### config.mk
export PLATFORM = sky130hd
export DESIGN_NAME = uart_rx_descriptor_ring_unit
export DESIGN_NICKNAME = d
export VERILOG_FILES = /design/src/rtl/core/urdr_pkg.sv /design/src/rtl/core/uart_rx_descriptor_ring_unit.sv /design/src/rtl/core/urdr_ctrl.sv /design/src/rtl/core/urdr_dp.sv
export SDC_FILE = /design/constraint.sdc
export NUM_CORES = 1
export LEC_CHECK = 0
export BUFFER_PORTS_ARGS = -buffer_cell sky130_fd_sc_hd__buf_2
export CORE_MARGIN = 2
export CORE_UTILIZATION = 35
export CTS_BUF_LIST = sky130_fd_sc_hd__clkbuf_16
export DETAILED_ROUTE_END_ITERATION = 7
export PLACE_DENSITY = 0.51
export RECOVER_POWER = 100
export SYNTH_ARGS = -nofsm -noshare
export SYNTH_HDL_FRONTEND = slang
export SYNTH_SLANG_ARGS = --single-unit
### constraint.sdc
create_clock -name clk_i -period 4.9 [get_ports clk_i]
set_input_delay 0.245 -clock clk_i [delete_from_list [all_inputs] [get_ports clk_i]]
set_output_delay 0.245 -clock clk_i [all_outputs]
set_load 0.03 [all_outputs]
### src/rtl/core/urdr_pkg.sv
// shared types, sizes and codes for the uart receive descriptor ring unit
// no dependencies; imported by every module of the block
package urdr_pkg;

  localparam int SLOTS        = 8;
  localparam int SLOT_W       = $clog2(SLOTS);
  localparam int CHANNELS     = 2;
  localparam int RING_W       = (CHANNELS > 1) ? $clog2(CHANNELS) : 1;
  localparam int BUFFER_BYTES = 1024;

  localparam int LEN_W   = 11;
  localparam int OFF_W   = 12;
  localparam int SIZE_W  = 11;
  localparam int SPACE_W = 11;
  localparam int LIMIT_W = 10;

  localparam logic [SIZE_W-1:0]  SIZE_MAX   = '1;
  localparam logic [SPACE_W-1:0] SPACE_FULL = SPACE_W'(BUFFER_BYTES);

  localparam int CFG_IDX_W  = 2;
  localparam int CFG_DATA_W = LIMIT_W;
  localparam int IN_DATA_W  = 16;
  localparam int OUT_DATA_W = 72;

  typedef enum logic [1:0] {
    REQ_RECORD  = 2'd0,
    REQ_RELEASE = 2'd1,
    REQ_CLEAR   = 2'd2,
    REQ_START   = 2'd3
  } req_e;

  typedef enum logic [1:0] {
    MODE_IDLE      = 2'd0,
    MODE_RECEIVING = 2'd1,
    MODE_WAIT      = 2'd2,
    MODE_GOT_DATA  = 2'd3
  } rx_mode_e;

  typedef enum logic [CFG_IDX_W-1:0] {
    CFG_MAP_CH0 = 2'd0,
    CFG_MAP_CH1 = 2'd1,
    CFG_REWIND  = 2'd2
  } cfg_idx_e;

  typedef struct packed {
    logic               map_ch0;
    logic               map_ch1;
    logic [LIMIT_W-1:0] rewind_limit;
  } cfg_t;

  typedef struct packed {
    logic load;  // latch the incoming request
    logic rd;    // read the descriptor under the selected pointer
    logic exec;  // apply the request and load the result register
  } ctrl_cmd_t;

  typedef struct packed {
    logic out_free;  // result register can take a new result this cycle
  } dp_stat_t;

  function automatic logic [SLOT_W-1:0] next_slot(input logic [SLOT_W-1:0] p);
    return (p >= SLOT_W'(SLOTS - 1)) ? '0 : p + 1'b1;
  endfunction

  function automatic logic [RING_W-1:0] ring_of(input logic [RING_W-1:0] c);
    return RING_W'(32'(c) % CHANNELS);
  endfunction

endpackage

### src/rtl/core/uart_rx_descriptor_ring_unit.sv
// top level of the uart receive descriptor ring unit: config registers,
// sequencer and datapath; depends on urdr_pkg, urdr_ctrl and urdr_dp
//
// Each uart channel owns a ring of descriptors (buffer offset, message size;
// size zero means free) plus a receive pointer, a transmit pointer, a buffer
// write offset, the remaining space and a receive mode. A request comes in as
// one transfer on the slave stream and always yields exactly one result
// transfer on the master stream. Record stores the burst at the receive
// pointer if that slot is free (else the channel goes to wait), release
// reports and optionally frees the head slot of the own or mapped ring and
// wakes a waiting channel, clear resets a channel's ring and counters, start
// marks it receiving. A request passes from its input transfer to its result
// through the latch step, the registered descriptor read and the execute
// step, which updates state and loads the result register once that
// register is free. The request port reopens when the result is loaded,
// so requests never overlap; a stalled result holds back only the execute
// step of the request behind it. Descriptor state clears at reset through
// per-slot valid bits, so no clearing pass is needed. Configuration writes
// are taken at any edge with cfg_we_i high and must only happen while no
// request is in flight.
module uart_rx_descriptor_ring_unit (
  input  logic                                   clk_i,
  input  logic                                   rst_ni,
  // configuration write port
  input  logic                                   cfg_we_i,
  input  logic [urdr_pkg::CFG_IDX_W-1:0]         cfg_idx_i,
  input  logic [urdr_pkg::CFG_DATA_W-1:0]        cfg_wdata_i,
  // request stream
  input  logic                                   s_axis_tvalid_i,
  output logic                                   s_axis_tready_o,
  // [0] channel, [11:1] length, [12] add_terminator, [13] update_ring,
  // [14] use_mapped_ring, [15] zero
  input  logic [urdr_pkg::IN_DATA_W-1:0]         s_axis_tdata_i,
  // [1:0] req_type
  input  logic [1:0]                             s_axis_tuser_i,
  // result stream
  output logic                                   m_axis_tvalid_o,
  input  logic                                   m_axis_tready_i,
  // [0] accepted, [3:1] slot, [15:4] entry_offset, [26:16] entry_size,
  // [27] terminator_written, [39:28] terminator_offset, [41:40] receive_state,
  // [52:42] remaining_space, [64:53] next_write_offset, [71:65] zero
  output logic [urdr_pkg::OUT_DATA_W-1:0]        m_axis_tdata_o
);
  import urdr_pkg::*;

  cfg_t      cfg_q;
  ctrl_cmd_t cmd;
  dp_stat_t  stat;

  // config registers, writes to unknown indexes are dropped
  always_ff @(posedge clk_i or negedge rst_ni) begin
    if (!rst_ni) begin
      cfg_q.map_ch0      <= 1'b0;
      cfg_q.map_ch1      <= 1'b1;
      cfg_q.rewind_limit <= LIMIT_W'(768);
    end else if (cfg_we_i) begin
      case (cfg_idx_i)
        CFG_MAP_CH0: cfg_q.map_ch0      <= cfg_wdata_i[0];
        CFG_MAP_CH1: cfg_q.map_ch1      <= cfg_wdata_i[0];
        CFG_REWIND:  cfg_q.rewind_limit <= cfg_wdata_i;
        default:     cfg_q              <= cfg_q;
      endcase
    end
  end

  urdr_ctrl u_ctrl (
    .clk_i           (clk_i),
    .rst_ni          (rst_ni),
    .s_axis_tvalid_i (s_axis_tvalid_i),
    .s_axis_tready_o (s_axis_tready_o),
    .stat_i          (stat),
    .cmd_o           (cmd)
  );

  urdr_dp u_dp (
    .clk_i           (clk_i),
    .rst_ni          (rst_ni),
    .cfg_i           (cfg_q),
    .cmd_i           (cmd),
    .stat_o          (stat),
    .s_axis_tuser_i  (s_axis_tuser_i),
    .s_axis_tdata_i  (s_axis_tdata_i),
    .m_axis_tvalid_o (m_axis_tvalid_o),
    .m_axis_tready_i (m_axis_tready_i),
    .m_axis_tdata_o  (m_axis_tdata_o)
  );

  // one request at a time: an input transfer closes the request port
  a_one_in_flight: assert property (@(posedge clk_i) disable iff (!rst_ni)
    s_axis_tvalid_i && s_axis_tready_o |=> !s_axis_tready_o)
    else $error("request port open while a request is in flight");

  // remaining space never exceeds the buffer
  a_space_bound: assert property (@(posedge clk_i) disable iff (!rst_ni)
    m_axis_tvalid_o |-> m_axis_tdata_o[52:42] <= SPACE_FULL)
    else $error("remaining space above buffer size");

  // a terminator is only requested by a stored record
  a_term_only_stored: assert property (@(posedge clk_i) disable iff (!rst_ni)
    m_axis_tvalid_o && m_axis_tdata_o[27] |-> m_axis_tdata_o[0])
    else $error("terminator without stored record");

  // the execute step only loads a result when the register is free
  a_no_overwrite: assert property (@(posedge clk_i) disable iff (!rst_ni)
    cmd.exec |-> !m_axis_tvalid_o || m_axis_tready_i)
    else $error("result overwritten before transfer");

endmodule

### src/rtl/core/urdr_ctrl.sv
// request sequencer: accept, descriptor read, execute
// depends on urdr_pkg
module urdr_ctrl (
  input  logic                clk_i,
  input  logic                rst_ni,
  input  logic                s_axis_tvalid_i,
  output logic                s_axis_tready_o,
  input  urdr_pkg::dp_stat_t  stat_i,
  output urdr_pkg::ctrl_cmd_t cmd_o
);
  import urdr_pkg::*;

  typedef enum logic [1:0] {
    ST_IDLE,
    ST_READ,
    ST_EXEC
  } state_e;

  state_e state_q;
  logic   ready_q;

  always_ff @(posedge clk_i or negedge rst_ni) begin
    if (!rst_ni) begin
      state_q <= ST_IDLE;
      ready_q <= 1'b1;
    end else begin
      case (state_q)
        ST_IDLE: begin
          if (s_axis_tvalid_i && ready_q) begin
            state_q <= ST_READ;
            ready_q <= 1'b0;
          end
        end
        ST_READ: state_q <= ST_EXEC;
        ST_EXEC: begin
          if (stat_i.out_free) begin
            state_q <= ST_IDLE;
            ready_q <= 1'b1;
          end
        end
        default: begin
          state_q <= ST_IDLE;
          ready_q <= 1'b1;
        end
      endcase
    end
  end

  assign s_axis_tready_o = ready_q;

  always_comb begin
    cmd_o      = '0;
    cmd_o.load = (state_q == ST_IDLE) && s_axis_tvalid_i && ready_q;
    cmd_o.rd   = (state_q == ST_READ);
    cmd_o.exec = (state_q == ST_EXEC) && stat_i.out_free;
  end

endmodule

### src/rtl/core/urdr_dp.sv
// descriptor rings, per-channel receive state and result register
// depends on urdr_pkg
module urdr_dp (
  input  logic                                clk_i,
  input  logic                                rst_ni,
  input  urdr_pkg::cfg_t                      cfg_i,
  input  urdr_pkg::ctrl_cmd_t                 cmd_i,
  output urdr_pkg::dp_stat_t                  stat_o,
  input  logic [1:0]                          s_axis_tuser_i,
  input  logic [urdr_pkg::IN_DATA_W-1:0]      s_axis_tdata_i,
  output logic                                m_axis_tvalid_o,
  input  logic                                m_axis_tready_i,
  output logic [urdr_pkg::OUT_DATA_W-1:0]     m_axis_tdata_o
);
  import urdr_pkg::*;

  // latched request
  req_e              req_q;
  logic [RING_W-1:0] ch_q;
  logic [LEN_W-1:0]  len_q;
  logic              term_q;
  logic              upd_q;
  logic              mapped_q;

  // per-channel state
  logic [SLOT_W-1:0]  rx_ptr_q [CHANNELS];
  logic [SLOT_W-1:0]  tx_ptr_q [CHANNELS];
  logic [OFF_W-1:0]   wr_off_q [CHANNELS];
  logic [SPACE_W-1:0] space_q  [CHANNELS];
  rx_mode_e           mode_q   [CHANNELS];

  // descriptor store with valid bits; invalid reads as zero
  logic [OFF_W-1:0]  off_mem  [CHANNELS][SLOTS];
  logic [SIZE_W-1:0] size_mem [CHANNELS][SLOTS];
  logic              off_vld_q  [CHANNELS][SLOTS];
  logic              size_vld_q [CHANNELS][SLOTS];

  // read stage
  logic [RING_W-1:0] ring_d, ring_q;
  logic [SLOT_W-1:0] ptr_d, ptr_q;
  logic [OFF_W-1:0]  rd_off_q;
  logic [SIZE_W-1:0] rd_size_q;

  // result register
  logic                  out_vld_q;
  logic [OUT_DATA_W-1:0] out_data_q;

  logic [RING_W-1:0] ch_in;
  assign ch_in = ring_of(RING_W'(s_axis_tdata_i[0]));

  always_ff @(posedge clk_i) begin
    if (cmd_i.load) begin
      req_q    <= req_e'(s_axis_tuser_i);
      ch_q     <= ch_in;
      len_q    <= s_axis_tdata_i[11:1];
      term_q   <= s_axis_tdata_i[12];
      upd_q    <= s_axis_tdata_i[13];
      mapped_q <= s_axis_tdata_i[14];
    end
  end

  // ring and pointer selection for the descriptor read
  always_comb begin
    ring_d = ch_q;
    if (req_q == REQ_RELEASE && mapped_q) begin
      if (ch_q == RING_W'(0)) begin
        ring_d = ring_of(RING_W'(cfg_i.map_ch0));
      end else if (ch_q == RING_W'(1)) begin
        ring_d = ring_of(RING_W'(cfg_i.map_ch1));
      end
    end
    ptr_d = (req_q == REQ_RELEASE) ? tx_ptr_q[ring_d] : rx_ptr_q[ring_d];
  end

  always_ff @(posedge clk_i) begin
    if (cmd_i.rd) begin
      ring_q    <= ring_d;
      ptr_q     <= ptr_d;
      rd_off_q  <= off_vld_q[ring_d][ptr_d] ? off_mem[ring_d][ptr_d] : '0;
      rd_size_q <= size_vld_q[ring_d][ptr_d] ? size_mem[ring_d][ptr_d] : '0;
    end
  end

  // record arithmetic
  logic              slot_free;
  logic [OFF_W:0]    wo_end;
  logic [OFF_W-1:0]  term_off;
  logic [OFF_W-1:0]  off_st;
  logic [LEN_W:0]    used;
  logic [SIZE_W-1:0] size_st;
  logic              rewind;
  logic [SPACE_W-1:0] space_sub;

  always_comb begin
    slot_free = (rd_size_q == '0);
    term_off  = OFF_W'({1'b0, wr_off_q[ch_q]} + (OFF_W + 1)'(len_q));
    wo_end    = {1'b0, wr_off_q[ch_q]} + (OFF_W + 1)'(len_q) + (OFF_W + 1)'(term_q);
    off_st    = wr_off_q[ch_q] + OFF_W'(term_q);
    used      = (LEN_W + 1)'(len_q) + (LEN_W + 1)'(term_q);
    size_st   = (used > (LEN_W + 1)'(SIZE_MAX)) ? SIZE_MAX : used[SIZE_W-1:0];
    rewind    = wo_end > (OFF_W + 1)'(cfg_i.rewind_limit);
    space_sub = ((LEN_W + 1)'(space_q[ch_q]) > used) ?
                SPACE_W'((LEN_W + 1)'(space_q[ch_q]) - used) : '0;
  end

  // next per-channel values for the requesting channel
  logic [SLOT_W-1:0]  rx_ptr_nx;
  logic [SLOT_W-1:0]  tx_ptr_nx;
  logic [OFF_W-1:0]   wr_off_nx;
  logic [SPACE_W-1:0] space_nx;
  rx_mode_e           mode_nx;
  logic               wr_desc;
  logic               clr_head;
  logic               clr_ring;

  always_comb begin
    rx_ptr_nx = rx_ptr_q[ch_q];
    tx_ptr_nx = tx_ptr_q[ch_q];
    wr_off_nx = wr_off_q[ch_q];
    space_nx  = space_q[ch_q];
    mode_nx   = mode_q[ch_q];
    wr_desc   = 1'b0;
    clr_head  = 1'b0;
    clr_ring  = 1'b0;
    case (req_q)
      REQ_RECORD: begin
        if (slot_free) begin
          wr_desc   = 1'b1;
          rx_ptr_nx = next_slot(ptr_q);
          wr_off_nx = rewind ? '0 : wo_end[OFF_W-1:0];
          space_nx  = rewind ? SPACE_FULL : space_sub;
          mode_nx   = MODE_IDLE;
        end else begin
          mode_nx = MODE_WAIT;
        end
      end
      REQ_RELEASE: begin
        clr_head = upd_q;
        if (mode_q[ch_q] == MODE_WAIT) begin
          mode_nx = MODE_GOT_DATA;
        end
      end
      REQ_CLEAR: begin
        clr_ring  = 1'b1;
        rx_ptr_nx = '0;
        tx_ptr_nx = '0;
        wr_off_nx = '0;
        space_nx  = SPACE_FULL;
      end
      REQ_START: mode_nx = MODE_RECEIVING;
      default: mode_nx = mode_q[ch_q];
    endcase
  end

  always_ff @(posedge clk_i or negedge rst_ni) begin
    if (!rst_ni) begin
      for (int c = 0; c < CHANNELS; c++) begin
        rx_ptr_q[c] <= '0;
        tx_ptr_q[c] <= '0;
        wr_off_q[c] <= '0;
        space_q[c]  <= SPACE_FULL;
        mode_q[c]   <= MODE_IDLE;
        for (int s = 0; s < SLOTS; s++) begin
          off_vld_q[c][s]  <= 1'b0;
          size_vld_q[c][s] <= 1'b0;
        end
      end
    end else if (cmd_i.exec) begin
      rx_ptr_q[ch_q] <= rx_ptr_nx;
      wr_off_q[ch_q] <= wr_off_nx;
      space_q[ch_q]  <= space_nx;
      mode_q[ch_q]   <= mode_nx;
      if (clr_ring) begin
        tx_ptr_q[ch_q] <= tx_ptr_nx;
        for (int s = 0; s < SLOTS; s++) begin
          size_vld_q[ch_q][s] <= 1'b0;
        end
      end
      if (clr_head) begin
        // release advances the head of the selected ring, not the requester's
        tx_ptr_q[ring_q]          <= next_slot(ptr_q);
        size_vld_q[ring_q][ptr_q] <= 1'b0;
      end
      if (wr_desc) begin
        off_vld_q[ring_q][ptr_q]  <= 1'b1;
        size_vld_q[ring_q][ptr_q] <= 1'b1;
      end
    end
  end

  always_ff @(posedge clk_i) begin
    if (cmd_i.exec && wr_desc) begin
      off_mem[ring_q][ptr_q]  <= off_st;
      size_mem[ring_q][ptr_q] <= size_st;
    end
  end

  // result assembly
  logic              acc_r;
  logic [SLOT_W-1:0] slot_r;
  logic [OFF_W-1:0]  eoff_r;
  logic [SIZE_W-1:0] esize_r;
  logic              tw_r;
  logic [OFF_W-1:0]  toff_r;

  always_comb begin
    acc_r   = 1'b0;
    slot_r  = '0;
    eoff_r  = '0;
    esize_r = '0;
    tw_r    = 1'b0;
    toff_r  = '0;
    case (req_q)
      REQ_RECORD: begin
        slot_r = ptr_q;
        if (slot_free) begin
          acc_r   = 1'b1;
          eoff_r  = off_st;
          esize_r = size_st;
          tw_r    = term_q;
          toff_r  = term_q ? term_off : '0;
        end else begin
          eoff_r  = rd_off_q;
          esize_r = rd_size_q;
        end
      end
      REQ_RELEASE: begin
        slot_r  = ptr_q;
        eoff_r  = rd_off_q;
        esize_r = rd_size_q;
      end
      default: acc_r = 1'b0;
    endcase
  end

  always_ff @(posedge clk_i or negedge rst_ni) begin
    if (!rst_ni) begin
      out_vld_q <= 1'b0;
    end else if (cmd_i.exec) begin
      out_vld_q <= 1'b1;
    end else if (m_axis_tready_i) begin
      out_vld_q <= 1'b0;
    end
  end

  always_ff @(posedge clk_i) begin
    if (cmd_i.exec) begin
      out_data_q <= {7'd0, wr_off_nx, space_nx, mode_nx, toff_r, tw_r,
                     esize_r, eoff_r, SLOT_W'(slot_r), acc_r};
    end
  end

  assign stat_o.out_free = !out_vld_q || m_axis_tready_i;
  assign m_axis_tvalid_o = out_vld_q;
  assign m_axis_tdata_o  = out_data_q;

endmodule
# --- Word level (Yosys, flattened, before mapping) ---
# Memories as Yosys holds them, arrays and structs flattened.
# Cells that the tools add are included.
classes:
  n_mux: 124
  n_div: 0
  bitwise: 26
  multipliers: 0
  order_cmp: 12
  shifts: 0
  addsub: 6
  eq_ne: 10
  reduce_logical: 25
op_table:
  columns: ["op", "count"]
  rows:
  - ["$and 16x16->16", 9]
  - ["$not 16->16", 9]
  - ["$mux 11", 12]
  - ["$mux 12", 10]
  - ["$mux 96", 1]
  - ["$mux 88", 1]
  - ["$mux 16", 5]
  - ["$demux 8 s1", 9]
  - ["$mux 8", 8]
  - ["$mux 3", 19]
  - ["$pmux 12 s2", 2]
  - ["$pmux 11 s2", 2]
  - ["$bmux 12 s3", 1]
  - ["$demux 12 s3", 1]
  - ["$bmux 11 s3", 1]
  - ["$demux 11 s3", 1]
  - ["$or 16x16->16", 2]
  - ["$bwmux 24", 1]
  - ["$mux 6", 4]
  - ["$bwmux 22", 1]
  - ["$bwmux 6", 3]
  - ["$mux 2", 9]
  - ["$mux 1", 17]
  - ["$add 12x11->13", 1]
  - ["other kinds (41)", 74]
word_totals:
  mem_bits_ro: 0
  mem_count: 2
  latch_bits: 0
  ramBits: 368
  input_bits: 35
  register_bits: 219
  out_inout_bits: 74
  elab_cells: 267
memory_table:
  columns: ["memory", "depth", "width", "rd", "rd_clocked_by_memory_dff", "wr", "line", "text"]
  rows:
  - ["u_dp.off_mem", 2, 96, 1, 0, 1, "urdr_dp.sv:33", "logic [OFF_W-1:0] off_mem [CHANNELS][SLOTS];"]
  - ["u_dp.size_mem", 2, 88, 1, 0, 1, "urdr_dp.sv:34", "logic [SIZE_W-1:0] size_mem [CHANNELS][SLOTS];"]

# --- Longest topological paths before layout ---
# Gate-level depths: netlist of the first run.
depth:
  ltp_word: 21
  depth_mapped: 22
  ltp_nobuf: 19

# --- By module ---
# From an unflattened synthesis of the first run, not the netlist that was laid out.
hier_totals:
  hier_cells: 1846
  hier_area_um2: 25884.8
by_module_without_submodules:
  columns: ["module", "area_per_inst_um2", "n_inst", "cells_per_inst", "seq_area_each_um2"]
  rows:
  - ["urdr_dp", 25222.9, 1, 1805, 16703.5]
  - ["uart_rx_descriptor_ring_unit", 510.5, 1, 28, 304.0]
  - ["urdr_ctrl", 151.4, 1, 13, 76.3]

# --- Worst setup path before layout of the first run ---
# Ideal clock, no wire load.
synth_timing:
  kind: "reg2reg"
  from: "register u_dp.ch_q"
  to: "register u_dp.out_data_q[52] (netlist: u_dp.m_axis_tdata_o[52]) (data pin)"
  setup_time_ps: 262
  slack_ps: -530
  synth_period_minus_slack_ps: 5430
  n_path_buf: 3
  arrival_time_ps: 5168
  t_required_ps: 4638
  path_stages_with_launch: 23
  path_cell_list: "edfxtp_1 > buf_2 > buf_2 > mux2_2 > ha_1 > fa_1 > a21o_1 > a221oi_1 > xnor2_1 > nand4_1 > nor2_1 > xor2_1 > inv_1 > ha_1 > a211oi_1 > and3_1 > o311a_1 > a31oi_1 > a2111oi_0 > mux2i_2 > buf_2 > a31oi_1 > nor2_1"
synth_via:
  elab_chain_cells: 10
  elab_cells_between_ends: 16
  classes_between: "add/sub (3); order compare (2); mux (10); bitwise (1)"
synth_lines:
  columns: ["element", "line", "text"]
  rows:
  - ["start, declared", "urdr_dp.sv:19", "logic [RING_W-1:0] ch_q;"]
  - ["start signal, assigned", "urdr_dp.sv:54", "ch_q <= ch_in;"]
  - ["$not 1->2 (implied by the code) (*)", null, null]
  - ["$mux 12 (implied by the code) (3 in series)", "urdr_dp.sv:97", "wo_end = {1'b0, wr_off_q[ch_q]} + (OFF_W + 1)'(len_q) + (OFF_W + 1)'(term_q);"]
  - ["$add 12x11->13", null, null]
  - ["$add 13x1->13", "urdr_dp.sv:97", null]
  - ["$gt 13x10->1", "urdr_dp.sv:101", "rewind = wo_end > (OFF_W + 1)'(cfg_i.rewind_limit);"]
  - ["$mux 11", "urdr_dp.sv:131", "space_nx = rewind ? SPACE_FULL : space_sub;"]
  - ["$mux 11", "urdr_dp.sv:127", "if (slot_free) begin"]
  - ["$pmux 11 s2 (*)", "urdr_dp.sv:125", "case (req_q)"]
  - ["net u_dp.space_nx[10]", "urdr_dp.sv:110", "logic [SPACE_W-1:0] space_nx;"]
  - ["end signal, assigned", "urdr_dp.sv:248", "out_data_q <= {7'd0, wr_off_nx, space_nx, mode_nx, toff_r, tw_r,"]
  - ["end, declared", "urdr_dp.sv:46", "logic [OUT_DATA_W-1:0] out_data_q;"]
# The timed path passes the listed nets; every way through them passes the cells marked *. The select of a mux whose other input is x is not followed.
# A chain may end at the register's enable or synchronous reset.

# --- Worst setup path in the final report of the first run ---
# Ends and elaborated chain as after synthesis.

==> results of run 1 <==
==> cells in the mapped netlist (4+ instances only) <==
master    number
o21ai_1        6
xnor2_1       19
nor2_1        57
buf_2         25
buf_4          7
mux2_2        77
o31a_1         4
dfstp_2        6
o21ai_0       16
and3_1        16
nand2b_1      12
o31ai_1       18
nand3_1       19
a31o_2        15
nor4_1        11
nand3b_1       5
nor3_1        15
o211a_1       24
inv_1         38
a32o_1        10
nand4_1       12
a211oi_1       5
a21oi_1       21
nor3b_1        7
buf_1          8
or2_2         16
nand2_1       95
mux4_2       102
dfrtp_1      104
or3_1          4
a22o_1        36
o22ai_1        5
edfxtp_1     477
ha_1          40
clkbuf_1      38
mux2i_1       41
a31oi_1        6
nor2b_1       10
a21o_1         9
xor2_1        20
==> metrics by stage <==
stage | utilization [%] | setup TNS (ps) | hold WS, ps | instances | worst slack (ps)
final | 43.00 | -2205 | 33.43 | 2782 | -123.4
after global routing | 43.00 | -22420 | 46.29 | 2782 | -329.2
after CTS | 42.77 | -501.5 | 1.652 | 2778 | -40.16
after detailed placement | 38.81 | -9388 | 361.4 | 2607 | -284.3
after global placement | 38.81 | -4907 | 359.2 | 2607 | -196.7
after floorplan | - | 0 | -50.59 | 1510 | 3.476
==> cells in the final DEF, fill, tap and decap left out, types with 38 or more instances in the layout <==
master	n
mux2_2	67
inv_1	51
clkbuf_1	80
nand2_1	95
mux4_2	101
mux2i_1	40
ha_1	38
dfrtp_1	104
buf_4	127
edfxtp_1	477
nor2_1	42
clkbuf_16	71
==> worst max-delay path, delay by kind of cell (launching register included) <==
| kind | cells | cell delay, ps |
|---|---|---|
| xor+xnor | 2 | 400 |
| flops | 1 | 400 |
| simple gates | 3 | 490 |
| fa+ha+maj | 2 | 580 |
| mux | 2 | 430 |
| buf+inv | 7 | 1010 |
| compound gates | 7 | 1410 |
==> cell type report <==
cell class                      count  share of cell area [%]
Inverter                           40                  0.4942
Clock inverter                     52                   1.568
Clock buffer                       71                   5.800
Sequential cell                   587                   55.77
Multi-Input combinational cell    803                   26.15
Timing Repair Buffer              279                   6.339
Tap cell                          950                   3.880
==> cells by family (layout without fill, tap and decap cells) <==
kind of cell / after synthesis / after routing / synth area share (%)
AOI/OAI and AO/OA: 199 / 199 / 6.196
muxes: 222 / 222 / 14.33
adders and majority gates: 42 / 42 / 2.152
buffers and inverters: 120 / 442 / 2.117
DFF: 587 / 587 / 68.00
xor gates and xnor gates: 40 / 40 / 1.424
other: 1 / 7 / 0.01493
and+or+nand+nor: 293 / 293 / 5.767
==> worst min path at each step <==
stage | endpoint | startpoint | slack, ps | cells after the start
after floorplan | cfg_q[0] | rst_ni | -50 | 0
after global placement | u_dp.space_q[7] | rst_ni | 360 | 1
after detailed placement | u_dp.space_q[18] | rst_ni | 360 | 1
after CTS | cfg_q[11] | cfg_idx_i[0] | 2 | 3
after global routing | cfg_q[11] | cfg_idx_i[0] | 50 | 3
final | cfg_q[11] | cfg_idx_i[0] | 30 | 3
==> sequential cells by signal (all words and copies together) (netlist names), 11 cells and up <==
register	cells
u_dp.m_axis_tdata_o	65
u_dp.off_vld_q	16
cfg_q	12
u_dp.rd_size_q	11
u_dp.len_q	11
u_dp.off_mem	192
u_dp.size_vld_q	16
u_dp.space_q	22
u_dp.wr_off_q	24
u_dp.rd_off_q	12
u_dp.size_mem	176
==> per-layer routing <==
layer	global-route usage, %	wire length (µm)	up-vias
met5	0	0	-
met4	4.482	1365	0
met3	3.006	2923	86
met2	29.80	32470	346
met1	24.89	29850	7777
li1	-	-	6504
==> power by group <==
group / switching (mW) / total, mW / internal (mW) / leakage (nW)
logic: 0.0775 / 0.144 / 0.0668 / 4.43
clock network: 2.06 / 5.08 / 3.01 / 1.15
registers: 0.0133 / 5.37 / 5.35 / 6.18
total: 2.15 / 10.6 / 8.43 / 11.8
==> repair_timing <==
| action | in CTS | in global routing |
|---|---|---|
| hold buffers | 32 | 0 |
| endpoints found under the setup margin | 61 | 63 |
| hold endpoints to repair | 79 | 0 |
| setup buffers | 16 | 4 |
| pin swaps | 7 | 17 |
| resized for setup | 23 | 44 |
==> results by group, run 1 <==
Run status
  • Outcome: finished with violations
  • Failing checks: capacitance limit, slew limit, setup timing

GRT
  • Initial antenna violation count: 0
  • Largest net degree at the start of global routing: 68
  • Vias in the first global route: 15,290
  • Grt ovf: 0
  • First-pass GRT wire length: 98,850 µm
  • Total global-route track usage: 18.04%

STA
  • Final worst-path cycle share: 102.5%
  • Clock Skews: 37.71 ps
  • Setup violations, final: 43
  • Tightest Pin Transition: 3254 ps
  • Max frequency: 199.1 MHz
  • Final worst slack: -123.4 ps
  • Relative slew slack: -116.9%
  • Minimum clock period: 5023 ps
  • Count of final hold-check violations: 0
  • Setup repair after global routing missed its margin: yes
  • Max-slew violations: 174

Worst setup path
  • Worst EP arrival: 5370 ps
  • CP startpoint kind: flip-flop
  • Crit path cell chain: buf_6 > buf_4 > mux2_2 > ha_1 > buf_4 > and3_1 > a31o_2 > a311o_2 > xnor2_2 > xor2_1 > inv_1 > ha_1 > a211oi_4 > and3_1 > o311a_1 > a31oi_2 > buf_4 > a2111oi_4 > mux2i_2 > buf_12 > buf_4 > a31oi_4 > nor2_2
  • R2r worst-path depth: 23
  • CP Class: flip-flop to flip-flop
  • FF-to-FF setup slack: -120 ps
  • Crit Path Max Fanout: 8
  • Critical Path Sink: u_dp.m_axis_tdata_o[52]
  • Worst reg2reg startpoint: u_dp.ch_q
  • R2R Path End: u_dp.m_axis_tdata_o[52]
  • Crit end category: flip-flop
  • Most frequent CP cell: buf_4
  • Slowest CP cell: edfxtp_1
  • Req. time, crit path: 5250 ps
  • Critical path's largest stage delay: 400 ps
  • CP Launch Point: u_dp.ch_q

Cells and area
  • Final nets: 1,856
  • Area of the multi-input gates: 8010 µm²
  • Post-route cell area: 30,630 µm²
  • FILL cells: 6,402
  • Synth-to-layout area growth: 21.93%
  • Storage cell area: 17,080 µm²
  • Ant diodes: 0
  • Share of cells above drive strength 1: 29.75%

Yosys
  • Flops & latches, synth: 587
  • Sequential area share after synthesis: 68.00%
  • Most used flip-flop cell after synthesis: edfxtp_1
  • Synth warn: 0
  • Synth cell types: 75
  • Post-synth EDFFs: 477
  • Synthesized area per cell: 16.70 µm²
  • Synth area leaders: edfxtp_1, dfrtp_1, mux4_2, mux2_2, ha_1
  • Mapped Cells: 1,504
  • Post-synth ARST share: 18.74%
  • Post-synth top area share: 57.01%
  • Mapped Area: 25,120 µm²
  • Area leader, netlist: edfxtp_1

Die
  • Core Rows: 98
  • Top Ports: 109
  • Starting density of the core: 35.26%
  • Die height: 271.9 µm
  • Core area: 71,240 µm²
  • Die ar.: 73,940 µm²
  • Die W: 271.9 µm

Placed design
  • Port Buffers: 100
  • HPWL after DPL: 40,930 µm
  • GPL Wtd Cong: 0.7946
  • Placed inst area: 27,650 µm²

Power
  • Maximum VDD drop: 0.2349 mV
  • Leakage power: 11.77 nW
  • Design Power: 10.59 mW
  • PD cells: 345.6 nW/µm²

Routing
  • First-pass iteration count of the detailed router: 5
  • Drt via density: 5.289
  • DR vias: 14,710
  • DRT iter0 DRCs: 972
  • Wire length per cell: 23.94 µm
  • Post-route ant nets: 0
  • WL final: 66,610 µm
  • DRC violations left: 0

CTS
  • Clk root buf: clkbuf_16
  • CTS Buffer Depth: 3
  • Clock Sink Count: 587
  • CTS Buf Count: 68
  • Clock-pin slew on the worst setup and hold paths: 70 ps
  • H-tree depth: 3
  • Clock Latency Late Sink: 630 ps
  • TritonCTS clock tree: built

Hold path
  • Type of the most critical hold path: input port to flip-flop

Job
  • # Max-Cap Violations: 4
No activity file was read; power rests on OpenSTA's default activity.
==> run 2: changes to the inputs <==
ABC_AREA = 1   (was unset)
PLACE_DENSITY = 0.49   (was 0.51)
clock period = 6.38 ns   (was 4.9 ns; I/O delays follow)
==> run 2 against run 1 <==
Design area decreased by 3.3%. Clock power shrank 33%. Global-route usage grew 2.3 points. Non-clock buffer count is 116 lower. Sequential power fell by 7.6%. Synthesized cell count grew 69%. Core utilization decreased by 3.1 points. The flow finishes with violations (capacitance limit, slew limit). Critical path type unchanged. Register-to-register slack improved by 840 ps. Combinational power increased to 29 times the previous value.
==> results by group, run 2 <==
Run status
  • Outcome: finished with violations (unchanged)
  • Failing checks: capacitance limit, slew limit (was capacitance limit, slew limit, setup timing)

Yosys
  • Post-synth ARST share: 18.74% (unchanged)
  • Area leader, netlist: edfxtp_1 (unchanged)
  • Synth cell types: 44 (was 75)
  • Post-synth top area share: 54.66% (was 57.01%)
  • Most used standard cell by instance count after synthesis: nand2_1 (was edfxtp_1)
  • Sequential area share after synthesis: 65.20% (was 68.00%)
  • Flops & latches, synth: 587 (unchanged)
  • Synth warn: 0 (unchanged)
  • Mapped Cells: 2,542 (was 1,504)
  • Post-synth EDFFs: 477 (unchanged)
  • Post-synth top cells: nand2_1, edfxtp_1, nand3_1 (was edfxtp_1, dfrtp_1, mux4_2)
  • Most used flip-flop cell after synthesis: edfxtp_1 (unchanged)
  • Synthesized area per cell: 10.31 µm² (was 16.70 µm²)
  • Synth area leaders: edfxtp_1, nand2_1, dfrtp_1, nand3_1, nand4_1 (was edfxtp_1, dfrtp_1, mux4_2, mux2_2, ha_1)
  • Mapped Area: 26,200 µm² (was 25,120 µm²)

GRT
  • Grt ovf: 0 (unchanged)
  • Largest net degree at the start of global routing: 156 (was 68)
  • Total global-route track usage: 20.31% (was 18.04%)
  • First-pass GRT wire length: 117,700 µm (was 98,850 µm)
  • Vias in the first global route: 18,700 (was 15,290)
  • Initial antenna violation count: 2 (was 0)

CTS
  • Resized cells post-CTS: 0 (was 23)
  • Clk root buf: clkbuf_16 (unchanged)
  • TritonCTS clock tree: built (unchanged)
  • CTS Buf Count: 61 (was 68)
  • CTS Buffer Depth: 3 (unchanged)
  • Clock-pin slew on the worst setup and hold paths: 60 ps (was 70 ps)
  • H-tree depth: 2 (was 3)
  • Clock Sink Count: 587 (unchanged)
  • Clock Latency Late Sink: 650 ps (was 630 ps)

Cells and area
  • Max reg flops: 192 (unchanged)
  • Synth-to-layout area growth: 13.09% (was 21.93%)
  • Ant diodes: 0 (unchanged)
  • Post-route cell area: 29,630 µm² (was 30,630 µm²)
  • Largest reg by FF count: u_dp.off_mem (unchanged)
  • Most frequent cells in the layout: nand2_1, edfxtp_1, nand3_1, inv_1, nor2_1 (was edfxtp_1, buf_4, dfrtp_1, mux4_2, nand2_1)
  • Share of cells above drive strength 1: 6.238% (was 29.75%)
  • Largest registers: u_dp.off_mem x192, u_dp.size_mem x176, u_dp.m_axis_tdata_o x65 (unchanged)
  • Commonest non-fill, non-tap cell in the layout: nand2_1 (was edfxtp_1)
  • FILL cells: 7,323 (was 6,402)
  • Final nets: 2,718 (was 1,856)

Power
  • Leakage power: 11.85 nW (was 11.77 nW)
  • Gate power share: 33.0% (was 1.4%)
  • Sw Ratio: 38.38% (was 20.35%)
  • Pint: 7.670 mW (was 8.434 mW)
  • Maximum VDD drop: 0.2489 mV (was 0.2349 mV)
  • Clock network fraction of total power: 27.2% (was 47.9%)
  • Psw: 4.777 mW (was 2.154 mW)
  • Design Power: 12.45 mW (was 10.59 mW)
  • Sequential Power Share: 39.8% (was 50.7%)
  • PD cells: 420.0 nW/µm² (was 345.6 nW/µm²)

Routing
  • DRC violations left: 0 (unchanged)
  • First-pass iteration count of the detailed router: 6 (was 5)
  • WL final: 78,670 µm (was 66,610 µm)
  • Wire length per cell: 21.48 µm (was 23.94 µm)
  • Post-route ant nets: 0 (unchanged)
  • DRT iter0 DRCs: 1,418 (was 972)
  • DR vias: 18,770 (was 14,710)
  • Drt via density: 5.126 (was 5.289)

Worst setup path
  • Crit end category: flip-flop (unchanged)
  • Worst reg2reg startpoint: u_dp.ch_q (unchanged)
  • Req. time, crit path: 6950 ps (was 5250 ps)
  • R2R Path End: u_dp.space_q[7] (was u_dp.m_axis_tdata_o[52])
  • CP Class: flip-flop to flip-flop (unchanged)
  • Worst EP arrival: 6240 ps (was 5370 ps)
  • CP startpoint kind: flip-flop (unchanged)
  • Most frequent CP cell: nand2_1 (was buf_4)
  • R2r worst-path depth: 29 (was 23)
  • Critical path's largest stage delay: 620 ps (was 400 ps)
  • Crit Path Max Fanout: 12 (was 8)
  • Slowest CP cell: clkbuf_1 (was edfxtp_1)
  • FF-to-FF setup slack: 720 ps (was -120 ps)

STA
  • Setup violations, final: 0 (was 43)
  • Count of final hold-check violations: 0 (unchanged)
  • TNS Setup: 0 ps (was -2205 ps)
  • Relative slew slack: -190.1% (was -116.9%)
  • Final worst slack: 715.7 ps (was -123.4 ps)
  • Final worst-path cycle share: 88.78% (was 102.5%)
  • Clock Skews: 38.91 ps (was 37.71 ps)
  • Tightest Pin Transition: 4352 ps (was 3254 ps)
  • Max frequency: 176.5 MHz (was 199.1 MHz)
  • Minimum clock period: 5664 ps (was 5023 ps)
  • Setup repair after global routing missed its margin: no (was yes)
  • Max-slew violations: 911 (was 174)

Placed design
  • Setup WS pre-CTS: 955.0 ps (was -284.3 ps)
  • HPWL after DPL: 45,590 µm (was 40,930 µm)
  • Placed inst area: 27,710 µm² (was 27,650 µm²)
  • Port Buffers: 100 (unchanged)
  • GPL Wtd Cong: 0.8666 (was 0.7946)

Die
  • Core Rows: 100 (was 98)
  • Die W: 277.6 µm (was 271.9 µm)
  • Die ar.: 77,070 µm² (was 73,940 µm²)
  • Starting density of the core: 35.26% (about the same)
  • Top Ports: 109 (unchanged)
  • Die height: 277.6 µm (was 271.9 µm)
  • Core area: 74,320 µm² (was 71,240 µm²)

Hold path
  • Hold_sp: s_axis_tuser_i[1] (was cfg_idx_i[0])
  • Worst Hold Path Cells: 2 (was 3)
  • Type of the most critical hold path: input port to flip-flop (unchanged)
  • Worst Hold End: u_dp.req_q[1] (was cfg_q[11])

Job
  • # Max-Cap Violations: 28 (was 4)
run 2: changes by cell type after synthesis, moves of 19 or more:
cell      delta
a22o_1      -36
mux4_2     -102
clkbuf_1    +19
o21ai_0     +76
nand4_1     +99
nand3_1    +291
mux2i_1     -40
inv_1      +108
nor2_1      +92
buf_2       +21
mux2_2      -77
o211a_1     -24
nand2_1    +726
run 2: worst max path at each step:
stage,end,cells past startpoint,slack [ps],from
floorplan,u_dp.off_mem[0][12],8,1460,u_dp.m_axis_tvalid_o
global placement,u_dp.space_q[0],28,960,u_dp.ch_q
detailed placement,u_dp.space_q[11],28,960,u_dp.ch_q
CTS,u_dp.space_q[11],28,910,u_dp.ch_q
global route,u_dp.rd_size_q[1],15,210,u_dp.req_q[1]
finish,u_dp.space_q[7],29,720,u_dp.ch_q
run 2: layer usage:
metal / GRT usage [%] / wire length (µm) / vias up
met4: 8.080 / 3188 / 2
li1: - / - / 8889
met1: 26.53 / 34230 / 9217
met3: 2.796 / 3827 / 138
met5: 0 / 11 / -
met2: 34.16 / 37420 / 527
run 2: layout make-up:
type	count	area, µm²	area share [%]
clock inverter	52	327.8	1.106
sequential	587	17080	57.65
tap	969	1212	4.091
clock buffer	63	1577	5.320
multi-input combinational	1673	7908	26.68
inverter	155	590.6	1.993
timing repair buffer	163	935.9	3.158
run 2: kinds of logic after synthesis:
kind of cell	after synthesis	synth area share, %
flip-flops	587	65.20
buffers and inverters	288	4.741
other	1	0.01431
adder cells (fa/ha/maj)	42	2.063
AND/OR/NAND/NOR	1433	23.49
XOR/XNOR	28	0.9359
AO/OA/AOI/OAI	162	3.519
multiplexers	1	0.03820
run 2: power by group through the flow:
| stage | logic, mW | registers [mW] | clock network [mW] |
|---|---|---|---|
| finish | 4.11 | 4.96 | 3.38 |
| global route | 4.56 | 4.99 | 3.59 |
| CTS | 4.18 | 4.93 | 3.45 |
| detailed placement | 4.15 | 5.00 | 0 |
| global placement | 4.10 | 5.00 | 0 |
| floorplan | 2.56 | 5.15 | 0 |
run 2: repair_timing:
action                                 in CTS  in global routing
endpoints found under the hold margin      83                  0
hold buffers                               34                  0
buffers inserted                            0                  0
run 2: per-stage QoR:
step,hold slack [ps],utilization (%),instances
after floorplan,23.41,-,2548
after global placement,411.3,37.28,3513
after detailed placement,419.3,37.28,3513
after CTS,338.6,40.30,3662
after global routing,363.8,39.87,3662
final,387.0,39.87,3662
run 2: worst max-delay path: cells and delay by family (launching register included):
family | cells | cell delay [ps]
AND/OR/NAND/NOR | 16 | 2250
buffers and inverters | 7 | 1610
adder cells (fa/ha/maj) | 2 | 610
AO/OA/AOI/OAI | 3 | 500
flip-flops | 1 | 390
XOR/XNOR | 1 | 220
